File: src/rtl/w6sv_pkg.sv
// Shared constants and types for the wheel-6 segmented prime sieve.
`timescale 1ns / 1ps
package w6sv_pkg;

	localparam int unsigned SEG_W    = 21;
	localparam int unsigned LIMIT_W  = 32;
	localparam int unsigned FLAG_W   = 64;
	localparam int unsigned OFFSET_W = 4;

	localparam logic [LIMIT_W-1:0] LIMIT_RESET = 32'd1000000;
	// ceil(2^33 / 3): exact divide-by-3 for any 32-bit value
	localparam logic [LIMIT_W-1:0] RECIP3 = 32'hAAAAAAAB;

	typedef enum logic [11:0] {
		S_IDLE = 12'b000000000001,
		S_LIM  = 12'b000000000010,
		S_LIMF = 12'b000000000100,
		S_CLR  = 12'b000000001000,
		S_SQ   = 12'b000000010000,
		S_IDX  = 12'b000000100000,
		S_ALN  = 12'b000001000000,
		S_DIV  = 12'b000010000000,
		S_MRD  = 12'b000100000000,
		S_MWR  = 12'b001000000000,
		S_ERD  = 12'b010000000000,
		S_ELD  = 12'b100000000000
	} state_t;

endpackage

File: src/rtl/wheel6_segment_prime_sieve.sv
// Top level of the wheel-6 segmented prime sieve.
// Takes one segment number, sieves SEGMENT_INDICES wheel indices (numbers 6k+-1 from 5 up)
// and returns ceil(SEGMENT_INDICES/64) flag words, one segment at a time. Each item starts
// with setup and clearing. Each sieving candidate p whose square has its index below the
// segment end then gets two runs; a run that starts below the segment first aligns through
// the bit-serial remainder unit, and each mark is a read-modify-write on the mark store.
// The closing candidate ends the sieving, then the flag words go out one by one while the
// output is not stalled. The remainder unit dominates for high segments.
// upper_limit is written only while idle (cfg_ready high).
`timescale 1ns / 1ps
module wheel6_segment_prime_sieve #(
	parameter int unsigned SEGMENT_INDICES = 1024
) (
	input  logic                          clk,
	input  logic                          arst_n,
	input  logic                          cfg_valid,
	output logic                          cfg_ready,
	input  logic [w6sv_pkg::LIMIT_W-1:0]  upper_limit,
	input  logic                          in_valid,
	output logic                          in_stall,
	input  logic [w6sv_pkg::SEG_W-1:0]    segment_number,
	output logic                          out_valid,
	input  logic                          out_stall,
	output logic [w6sv_pkg::OFFSET_W-1:0] word_offset,
	output logic [w6sv_pkg::FLAG_W-1:0]   prime_flags,
	output logic                          last_word
);

	localparam int unsigned N         = SEGMENT_INDICES;
	localparam int unsigned SEG_WORDS = (N + 63) / 64;
	localparam int unsigned AW        = (SEG_WORDS > 1) ? $clog2(SEG_WORDS) : 1;
	localparam int unsigned OW        = $clog2(N);
	localparam int unsigned IW        = w6sv_pkg::SEG_W + OW + 1;
	localparam int unsigned JW        = IW + 2;
	localparam int unsigned KW        = (IW + 1) / 2;
	localparam int unsigned SW        = KW + 4;
	localparam int unsigned LW        = w6sv_pkg::LIMIT_W;

	w6sv_pkg::state_t state_q;

	logic [LW-1:0]     limit_q;
	logic [JW-1:0]     base_q;
	logic [JW-1:0]     end_q;
	logic [KW-1:0]     k_q;
	logic              par_q;
	logic              run_q;
	logic [2*KW-1:0]   ksq_q;
	logic [JW-1:0]     j_q;
	logic [JW-1:0]     j1_q;
	logic [SW-1:0]     step_q;
	logic [AW-1:0]     w_q;
	logic [AW-1:0]     addr_q;
	logic [5:0]        bit_q;
	logic [LW-1:0]     x_q;
	logic [2*LW-1:0]   prod_q;
	logic [LW-1:0]     cnt_q;
	logic [6:0]        avail_q;

	logic                                   out_valid_q;
	logic [w6sv_pkg::OFFSET_W-1:0]          word_offset_q;
	logic [w6sv_pkg::FLAG_W-1:0]            prime_flags_q;
	logic                                   last_word_q;

	// memory and remainder unit hookup
	logic                        mem_we;
	logic [AW-1:0]               mem_waddr;
	logic [w6sv_pkg::FLAG_W-1:0] mem_wdata;
	logic                        mem_re;
	logic [AW-1:0]               mem_raddr;
	logic [w6sv_pkg::FLAG_W-1:0] mem_rdata;
	logic                        div_start;
	logic                        div_done;
	logic [SW-1:0]               div_rem;

	// combinational helpers
	logic [JW-1:0] ksq12, kj, j0_c, j1_c, off_c, lo_c, nw_c, a_c;
	logic [SW-1:0] step_c;
	logic [LW-2:0] m_c;
	logic [LW-1:0] r_c;
	logic          emit_go;
	logic [w6sv_pkg::FLAG_W-1:0] mask_c;

	assign ksq12 = (JW'(ksq_q) << 3) + (JW'(ksq_q) << 2);
	assign kj    = JW'(k_q);

	always_comb begin
		if (par_q) begin
			j0_c   = ksq12 + kj * JW'(28) + JW'(15);
			j1_c   = ksq12 + kj * JW'(36) + JW'(24);
			step_c = SW'(k_q) * SW'(12) + SW'(14);
		end else begin
			j0_c   = ksq12 + kj * JW'(20) + JW'(7);
			j1_c   = ksq12 + kj * JW'(24) + JW'(10);
			step_c = SW'(k_q) * SW'(12) + SW'(10);
		end
	end

	assign off_c = j_q - base_q;
	assign m_c   = prod_q[2*LW-1:LW+1];
	assign r_c   = x_q - ((LW'(m_c) << 1) + LW'(m_c));

	// count of usable bits in the word at w_q: limited by the upper limit and segment end
	always_comb begin
		lo_c = base_q + (JW'(w_q) << 6);
		nw_c = JW'(N) - (JW'(w_q) << 6);
		if (JW'(cnt_q) <= lo_c)
			a_c = '0;
		else
			a_c = JW'(cnt_q) - lo_c;
		if (nw_c < a_c)
			a_c = nw_c;
		if (a_c > JW'(64))
			a_c = JW'(64);
	end

	assign mask_c  = avail_q[6] ? '1 : ((64'd1 << avail_q[5:0]) - 64'd1);
	assign emit_go = !out_valid_q || !out_stall;

	always_comb begin
		mem_we    = 1'b0;
		mem_waddr = addr_q;
		mem_wdata = mem_rdata | (64'd1 << bit_q);
		mem_re    = 1'b0;
		mem_raddr = off_c[AW+5:6];
		div_start = 1'b0;
		case (state_q)
			w6sv_pkg::S_CLR: begin
				mem_we    = 1'b1;
				mem_waddr = w_q;
				mem_wdata = '0;
			end
			w6sv_pkg::S_MRD: begin
				mem_re = (j_q < end_q);
			end
			w6sv_pkg::S_MWR: begin
				mem_we = 1'b1;
			end
			w6sv_pkg::S_ALN: begin
				div_start = (j_q < base_q);
			end
			w6sv_pkg::S_ERD: begin
				mem_re    = emit_go;
				mem_raddr = w_q;
			end
			default: begin
			end
		endcase
	end

	always_ff @(posedge clk or negedge arst_n) begin
		if (!arst_n) begin
			state_q     <= w6sv_pkg::S_IDLE;
			limit_q     <= w6sv_pkg::LIMIT_RESET;
			out_valid_q <= 1'b0;
			k_q         <= '0;
			par_q       <= 1'b0;
			run_q       <= 1'b0;
			w_q         <= '0;
		end else begin
			if (out_valid_q && !out_stall)
				out_valid_q <= 1'b0;
			case (state_q)
				w6sv_pkg::S_IDLE: begin
					if (cfg_valid)
						limit_q <= upper_limit;
					if (in_valid)
						state_q <= w6sv_pkg::S_LIM;
				end
				w6sv_pkg::S_LIM: begin
					state_q <= w6sv_pkg::S_LIMF;
				end
				w6sv_pkg::S_LIMF: begin
					w_q     <= '0;
					state_q <= w6sv_pkg::S_CLR;
				end
				w6sv_pkg::S_CLR: begin
					if (w_q == AW'(SEG_WORDS - 1)) begin
						w_q     <= '0;
						k_q     <= '0;
						par_q   <= 1'b0;
						run_q   <= 1'b0;
						state_q <= w6sv_pkg::S_SQ;
					end else begin
						w_q <= w_q + 1'b1;
					end
				end
				w6sv_pkg::S_SQ: begin
					state_q <= w6sv_pkg::S_IDX;
				end
				w6sv_pkg::S_IDX: begin
					if (j0_c >= end_q)
						state_q <= w6sv_pkg::S_ERD;
					else
						state_q <= w6sv_pkg::S_ALN;
				end
				w6sv_pkg::S_ALN: begin
					if (j_q < base_q)
						state_q <= w6sv_pkg::S_DIV;
					else
						state_q <= w6sv_pkg::S_MRD;
				end
				w6sv_pkg::S_DIV: begin
					if (div_done)
						state_q <= w6sv_pkg::S_MRD;
				end
				w6sv_pkg::S_MRD: begin
					if (j_q < end_q) begin
						state_q <= w6sv_pkg::S_MWR;
					end else if (!run_q) begin
						run_q   <= 1'b1;
						state_q <= w6sv_pkg::S_ALN;
					end else begin
						run_q <= 1'b0;
						par_q <= !par_q;
						if (par_q)
							k_q <= k_q + 1'b1;
						state_q <= w6sv_pkg::S_SQ;
					end
				end
				w6sv_pkg::S_MWR: begin
					state_q <= w6sv_pkg::S_MRD;
				end
				w6sv_pkg::S_ERD: begin
					if (emit_go)
						state_q <= w6sv_pkg::S_ELD;
				end
				w6sv_pkg::S_ELD: begin
					out_valid_q <= 1'b1;
					if (w_q == AW'(SEG_WORDS - 1)) begin
						w_q     <= '0;
						state_q <= w6sv_pkg::S_IDLE;
					end else begin
						w_q     <= w_q + 1'b1;
						state_q <= w6sv_pkg::S_ERD;
					end
				end
				default: begin
					state_q <= w6sv_pkg::S_IDLE;
				end
			endcase
		end
	end

	// datapath registers
	always_ff @(posedge clk) begin
		case (state_q)
			w6sv_pkg::S_IDLE: begin
				base_q <= JW'(segment_number) * JW'(N);
			end
			w6sv_pkg::S_LIM: begin
				end_q  <= base_q + JW'(N);
				// limit taken here so a write at the accepting edge already applies
				x_q    <= limit_q - LW'(4);
				prod_q <= (2*LW)'(LW'(limit_q - LW'(4))) * (2*LW)'(w6sv_pkg::RECIP3);
			end
			w6sv_pkg::S_LIMF: begin
				if (limit_q < LW'(4))
					cnt_q <= '0;
				else if (m_c[0] || (r_c != '0))
					cnt_q <= LW'(m_c) + LW'(1);
				else
					cnt_q <= LW'(m_c);
			end
			w6sv_pkg::S_SQ: begin
				ksq_q <= (2*KW)'(k_q) * (2*KW)'(k_q);
			end
			w6sv_pkg::S_IDX: begin
				j_q    <= j0_c;
				j1_q   <= j1_c;
				step_q <= step_c;
			end
			w6sv_pkg::S_DIV: begin
				if (div_done) begin
					if (div_rem == '0)
						j_q <= base_q;
					else
						j_q <= base_q + JW'(step_q) - JW'(div_rem);
				end
			end
			w6sv_pkg::S_MRD: begin
				addr_q <= off_c[AW+5:6];
				bit_q  <= off_c[5:0];
				if (j_q >= end_q && !run_q)
					j_q <= j1_q;
			end
			w6sv_pkg::S_MWR: begin
				j_q <= j_q + JW'(step_q);
			end
			w6sv_pkg::S_ERD: begin
				avail_q <= 7'(a_c);
			end
			w6sv_pkg::S_ELD: begin
				word_offset_q <= w6sv_pkg::OFFSET_W'(w_q);
				prime_flags_q <= ~mem_rdata & mask_c;
				last_word_q   <= (w_q == AW'(SEG_WORDS - 1));
			end
			default: begin
			end
		endcase
	end

	w6sv_mark_mem #(
		.WORDS (SEG_WORDS),
		.AW    (AW)
	) u_mem (
		.clk   (clk),
		.we    (mem_we),
		.waddr (mem_waddr),
		.wdata (mem_wdata),
		.re    (mem_re),
		.raddr (mem_raddr),
		.rdata (mem_rdata)
	);

	w6sv_rem #(
		.DVD_W (JW),
		.DVS_W (SW)
	) u_rem (
		.clk      (clk),
		.arst_n   (arst_n),
		.start    (div_start),
		.dividend (base_q - j_q),
		.divisor  (step_q),
		.done     (div_done),
		.rem      (div_rem)
	);

	assign cfg_ready   = (state_q == w6sv_pkg::S_IDLE);
	assign in_stall    = (state_q != w6sv_pkg::S_IDLE);
	assign out_valid   = out_valid_q;
	assign word_offset = word_offset_q;
	assign prime_flags = prime_flags_q;
	assign last_word   = last_word_q;

endmodule

File: src/rtl/w6sv_rem.sv
// Bit-serial restoring remainder unit, one dividend bit per cycle.
`timescale 1ns / 1ps
module w6sv_rem #(
	parameter int unsigned DVD_W = 40,
	parameter int unsigned DVS_W = 23
) (
	input  logic             clk,
	input  logic             arst_n,
	input  logic             start,
	input  logic [DVD_W-1:0] dividend,
	input  logic [DVS_W-1:0] divisor,
	output logic             done,
	output logic [DVS_W-1:0] rem
);

	localparam int unsigned CNT_W = $clog2(DVD_W + 1);

	logic             busy_q;
	logic             done_q;
	logic [CNT_W-1:0] cnt_q;
	logic [DVD_W-1:0] dvd_q;
	logic [DVS_W-1:0] rem_q;
	logic [DVS_W:0]   trial;

	assign trial = {rem_q, dvd_q[DVD_W-1]};

	always_ff @(posedge clk or negedge arst_n) begin
		if (!arst_n) begin
			busy_q <= 1'b0;
			done_q <= 1'b0;
			cnt_q  <= '0;
		end else begin
			done_q <= 1'b0;
			if (start) begin
				busy_q <= 1'b1;
				cnt_q  <= CNT_W'(DVD_W);
			end else if (busy_q) begin
				cnt_q <= cnt_q - 1'b1;
				if (cnt_q == CNT_W'(1)) begin
					busy_q <= 1'b0;
					done_q <= 1'b1;
				end
			end
		end
	end

	always_ff @(posedge clk) begin
		if (start) begin
			dvd_q <= dividend;
			rem_q <= '0;
		end else if (busy_q) begin
			dvd_q <= dvd_q << 1;
			if (trial >= {1'b0, divisor})
				rem_q <= DVS_W'(trial - {1'b0, divisor});
			else
				rem_q <= DVS_W'(trial);
		end
	end

	assign done = done_q;
	assign rem  = rem_q;

endmodule

File: src/rtl/w6sv_mark_mem.sv
// Composite-mark store: one 64-bit word per 64 wheel indices, registered read.
`timescale 1ns / 1ps
module w6sv_mark_mem #(
	parameter int unsigned WORDS = 16,
	parameter int unsigned AW    = 4
) (
	input  logic                        clk,
	input  logic                        we,
	input  logic [AW-1:0]               waddr,
	input  logic [w6sv_pkg::FLAG_W-1:0] wdata,
	input  logic                        re,
	input  logic [AW-1:0]               raddr,
	output logic [w6sv_pkg::FLAG_W-1:0] rdata
);

	logic [w6sv_pkg::FLAG_W-1:0] mem [WORDS];
	logic [w6sv_pkg::FLAG_W-1:0] rdata_q;

	always_ff @(posedge clk) begin
		if (we)
			mem[waddr] <= wdata;
		if (re)
			rdata_q <= mem[raddr];
	end

	assign rdata = rdata_q;

endmodule

File: config.mk
export PLATFORM = sky130hd
export DESIGN_NAME = wheel6_segment_prime_sieve
export DESIGN_NICKNAME = d
export VERILOG_FILES = /design/src/rtl/w6sv_pkg.sv /design/src/rtl/wheel6_segment_prime_sieve.sv /design/src/rtl/w6sv_rem.sv /design/src/rtl/w6sv_mark_mem.sv
export SDC_FILE = /design/constraint.sdc
export NUM_CORES = 2
export LEC_CHECK = 0
export BUFFER_PORTS_ARGS = -buffer_cell sky130_fd_sc_hd__buf_2
export CORE_MARGIN = 2
export CORE_UTILIZATION = 50
export DETAILED_ROUTE_END_ITERATION = 16
export PLACE_DENSITY_LB_ADDON = 0.12
export SLEW_MARGIN = 20
export SYNTH_ARGS = -nofsm -noshare
export SYNTH_HDL_FRONTEND = slang
export SYNTH_SLANG_ARGS = --single-unit
File: constraint.sdc
create_clock -name clk -period 13.8 [get_ports clk]
set_input_delay 0.69 -clock clk [delete_from_list [all_inputs] [get_ports clk]]
set_output_delay 0.69 -clock clk [all_outputs]
set_load 0.02 [all_outputs]
==> qor.txt <==
====================================================================================
Final total negative setup slack ......................................         0 ns
Die height ............................................................       462 µm
Slowest CP cell ....................................................... sky130_fd_sc_hd__fa_1
Floorplan core area ...................................................   208000 µm²
Headroom to the max-slew limit ........................................        0.174
Syn Std Cell Area .....................................................   105000 µm²
Proportion of netlist area held by the largest area contributor .......        0.419
Number of vias after detailed routing .................................        69346
Maximum number of pins on one net before global-route repair ..........          129
Synth Area per Inst ...................................................     12.1 µm²
CTS H-tree lvls .......................................................            4
First drt pass iteration count ........................................            5
Post-synth top flop ................................................... sky130_fd_sc_hd__edfxtp_1
Chip width ............................................................       462 µm
CTS Buf Count .........................................................          174
Port bufs .............................................................          129
Cell type with the highest aggregate area in the netlist .............. sky130_fd_sc_hd__edfxtp_1
DRC Markers ...........................................................            0
Final wirelength ......................................................       303 mm
Required time of the critical path ....................................     14.43 ns
Detailed-route vias per instance ......................................         5.90
Clk slew on worst S/H paths ...........................................      0.06 ns
Syn Inst Count ........................................................         8630
Clock skew after layout ...............................................    0.0466 ns
Type of the tightest min-delay check ..................................       in2reg
Number of DRC violations after detailed-routing iteration 0 ...........         5909
Critical path arrival .................................................     11.55 ns
Part of the cycle the worst path needs ................................        0.791
Hold violation total from the final report ............................            0
Number of clock sinks .................................................         1557
Share of synthesized registers carrying an async set or reset .........       0.0482
Kind of end point of the critical path ................................     register
Slew of the pin with the lowest slew margin ...........................      1.24 ns
Total global-route track usage ........................................        0.286
Deepest clock path buffer count .......................................            3
Setup repair after global routing missed its margin ...................           no
Gpl congestion ........................................................        0.967
Count of endpoints failing setup in the final report ..................            0
Root Buffer ........................................................... sky130_fd_sc_hd__clkbuf_16
Number of antenna violations at the first check in global routing .....            8
Maximum frequency from static timing analysis .........................     91.6 MHz
Placed wire-length estimate after detailed placement ..................       216 mm
Clock latency on the worst-skew pair ..................................      0.84 ns
Aggregate global routing overflow .....................................            0
First-pass GRT wire length ............................................       450 mm
Max Slew Vio Count ....................................................            0
Initial core utilization ..............................................        0.504
Number of global-route vias before repair .............................        69561
Clock period minus final worst setup slack ............................     10.92 ns
Main area contributors after synthesis ................................ sky130_fd_sc_hd__edfxtp_1 (42%), sky130_fd_sc_hd__fa_1 (12%), sky130_fd_sc_hd__ha_1 (12%)
Clock tree from TritonCTS .............................................          yes
Worst Path Max Fanout .................................................            8
Worst hold slack across all endpoints .................................    0.0507 ns
CP startpoint kind ....................................................     register
Number of synthesized flops with an enable pin ........................         1462
Total number of yosys warnings ........................................            0
Detail Route Antenna Nets .............................................            0
Sequential element share of the synthesized area ......................        0.441
Type of the setup path with the least slack ...........................      reg2reg
Post-CTS setup buffer count ...........................................            0
CTS-repair resized insts ..............................................            0
# Max-Cap Violations ..................................................            0
Number of buffers inserted for hold repair after clock tree synthesis .           18
Layout cell share with drive strength beyond 1 ........................        0.101
Count of distinct cell types in the synthesized netlist ...............          117
Total number of nets in the final design ..............................        10453
Core Rows .............................................................          167
Max stage delay on crit path ..........................................      0.55 ns
Die outline area ......................................................   213000 µm²
Outcome ............................................................... finished clean
Synthesized Nets ......................................................        10254
Routed len/inst .......................................................      25.8 µm
Boundary pin count ....................................................          130
Synthesized flop and latch total ......................................         1557
Area Overhead vs Synth ................................................        9.81%
====================================================================================
-- flip-flops by register name (all words and copies together), names as in the netlist, 4 cells and up --
name / count
u_rem.dvd_q: 34
u_mem.mem: 1024
ksq_q: 31
base_q: 21
w_q: 4
bit_q: 6
limit_q: 32
x_q: 32
u_rem.cnt_q: 6
addr_q: 4
state_q: 12
u_mem.rdata: 64
end_q: 22
j_q: 34
step_q: 18
j1_q: 33
prod_q: 31
u_rem.rem: 20
word_offset: 4
avail_q: 7
prime_flags: 64
k_q: 16
cnt_q: 32
-- worst max-delay path: cells and delay by family (launching register included) --
family                   cells  cell delay (ns)
XOR/XNOR                     1             0.54
AND/OR/NAND/NOR             11             3.32
buffers and inverters        6             0.56
adder cells (fa/ha/maj)      9             4.04
AO/OA/AOI/OAI                6             1.85
flip-flops                   1             0.42
-- per-stage QoR --
step           instances   util  worst slack, ns  cell area (µm²)
3_5_place_dp       11423  0.525             2.76           109000
4_1_cts            11761  0.553             2.77           115000
5_1_grt            11762  0.554             2.08           115000
2_1_floorplan       8630      -             3.40           105000
3_3_place_gp       11423  0.525             2.90           109000
6_report           11762  0.554             2.88           115000
-- worst paths after layout --
| path | to | depth (start not counted) | start | slack (ns) |
|---|---|---|---|---|
| worst max-delay path | prod_q[58]$_DFFE_PP_ | 33 | limit_q[2]$_DFFE_PN0P_ | 2.88 |
| worst min-delay path | base_q[22]$_DFFE_PP_ | 1 | segment_number[12] | 0.05 |
| worst max register to register | prod_q[58]$_DFFE_PP_ | 33 | limit_q[2]$_DFFE_PN0P_ | 2.88 |
| worst min register to register | u_rem.dvd_q[32]$_DFFE_PP_ | 1 | u_rem.dvd_q[31]$_DFFE_PP_ | 0.52 |
| max in group asynchronous | limit_q[15]$_DFFE_PN0P_ | 3 | arst_n | 12.11 |
| min in group asynchronous | k_q[2]$_DFFE_PN0P_ | 2 | arst_n | 0.47 |
-- cell usage after synthesis (all sizes together) (37+ instances only) --
cell	n
and3	46
o21bai	54
mux4	256
buf	78
and2	113
nand2b	72
dfrtp	67
clkbuf	166
edfxtp	1462
xor2	151
a21o	141
o21a	63
a211oi	122
ha	963
o21ai	282
a31oi	115
a21oi	494
xnor2	310
nor2	502
nor2b	53
nand3	103
inv	1134
nand4	55
nand2	528
mux2	41
o211ai	37
nor4	38
nor3	133
fa	603
-- logic make-up after synthesis --
| kind of cell | synth area share |
|---|---|
| AO/OA/AOI/OAI | 0.0955 |
| XOR/XNOR | 0.0387 |
| adder cells (fa/ha/maj) | 0.230 |
| buffers and inverters | 0.0505 |
| flip-flops | 0.441 |
| multiplexers | 0.0623 |
| AND/OR/NAND/NOR | 0.0814 |
-- area by class of cell --
| cell class | count | area [µm²] |
|---|---|---|
| Fill cell | 17720 | 92700 |
| Multi-Input combinational cell | 5690 | 53500 |
| Sequential cell | 1557 | 46200 |
| Clock buffer | 213 | 4540 |
| Inverter | 1139 | 4280 |
| Tap cell | 2788 | 3490 |
| Timing Repair Buffer | 267 | 1790 |
| Clock inverter | 107 | 1160 |
| Antenna cell | 1 | 2.50 |
-- layout by cell type, fill, tap and decap left out, types with 125 or more instances in the layout --
| cell | instances |
|---|---|
| sky130_fd_sc_hd__o21ai_0 | 266 |
| sky130_fd_sc_hd__inv_1 | 1132 |
| sky130_fd_sc_hd__nor2_1 | 485 |
| sky130_fd_sc_hd__ha_1 | 963 |
| sky130_fd_sc_hd__nand2_1 | 527 |
| sky130_fd_sc_hd__a21oi_1 | 487 |
| sky130_fd_sc_hd__xnor2_1 | 309 |
| sky130_fd_sc_hd__xor2_1 | 150 |
| sky130_fd_sc_hd__nor3_1 | 125 |
| sky130_fd_sc_hd__mux4_2 | 256 |
| sky130_fd_sc_hd__clkbuf_16 | 175 |
| sky130_fd_sc_hd__a21o_1 | 140 |
| sky130_fd_sc_hd__fa_1 | 603 |
| sky130_fd_sc_hd__buf_2 | 128 |
| sky130_fd_sc_hd__edfxtp_1 | 1462 |
-- metal layers --
metal | vias to the layer above | part of all wire | GRT usage | wire length (µm)
li1 | 31326 | - | - | -
met1 | 35158 | 0.43 | 0.403 | 131000
met2 | 2392 | 0.47 | 0.458 | 142000
met3 | 464 | 0.064 | 0.0377 | 19500
met4 | 6 | 0.036 | 0.0956 | 11000
met5 | - | 0.00011 | 0 | 33
Power is left out: the tool's default activity adds up to more than one toggle a clock period on the data nets, which glitch-free logic cannot reach.
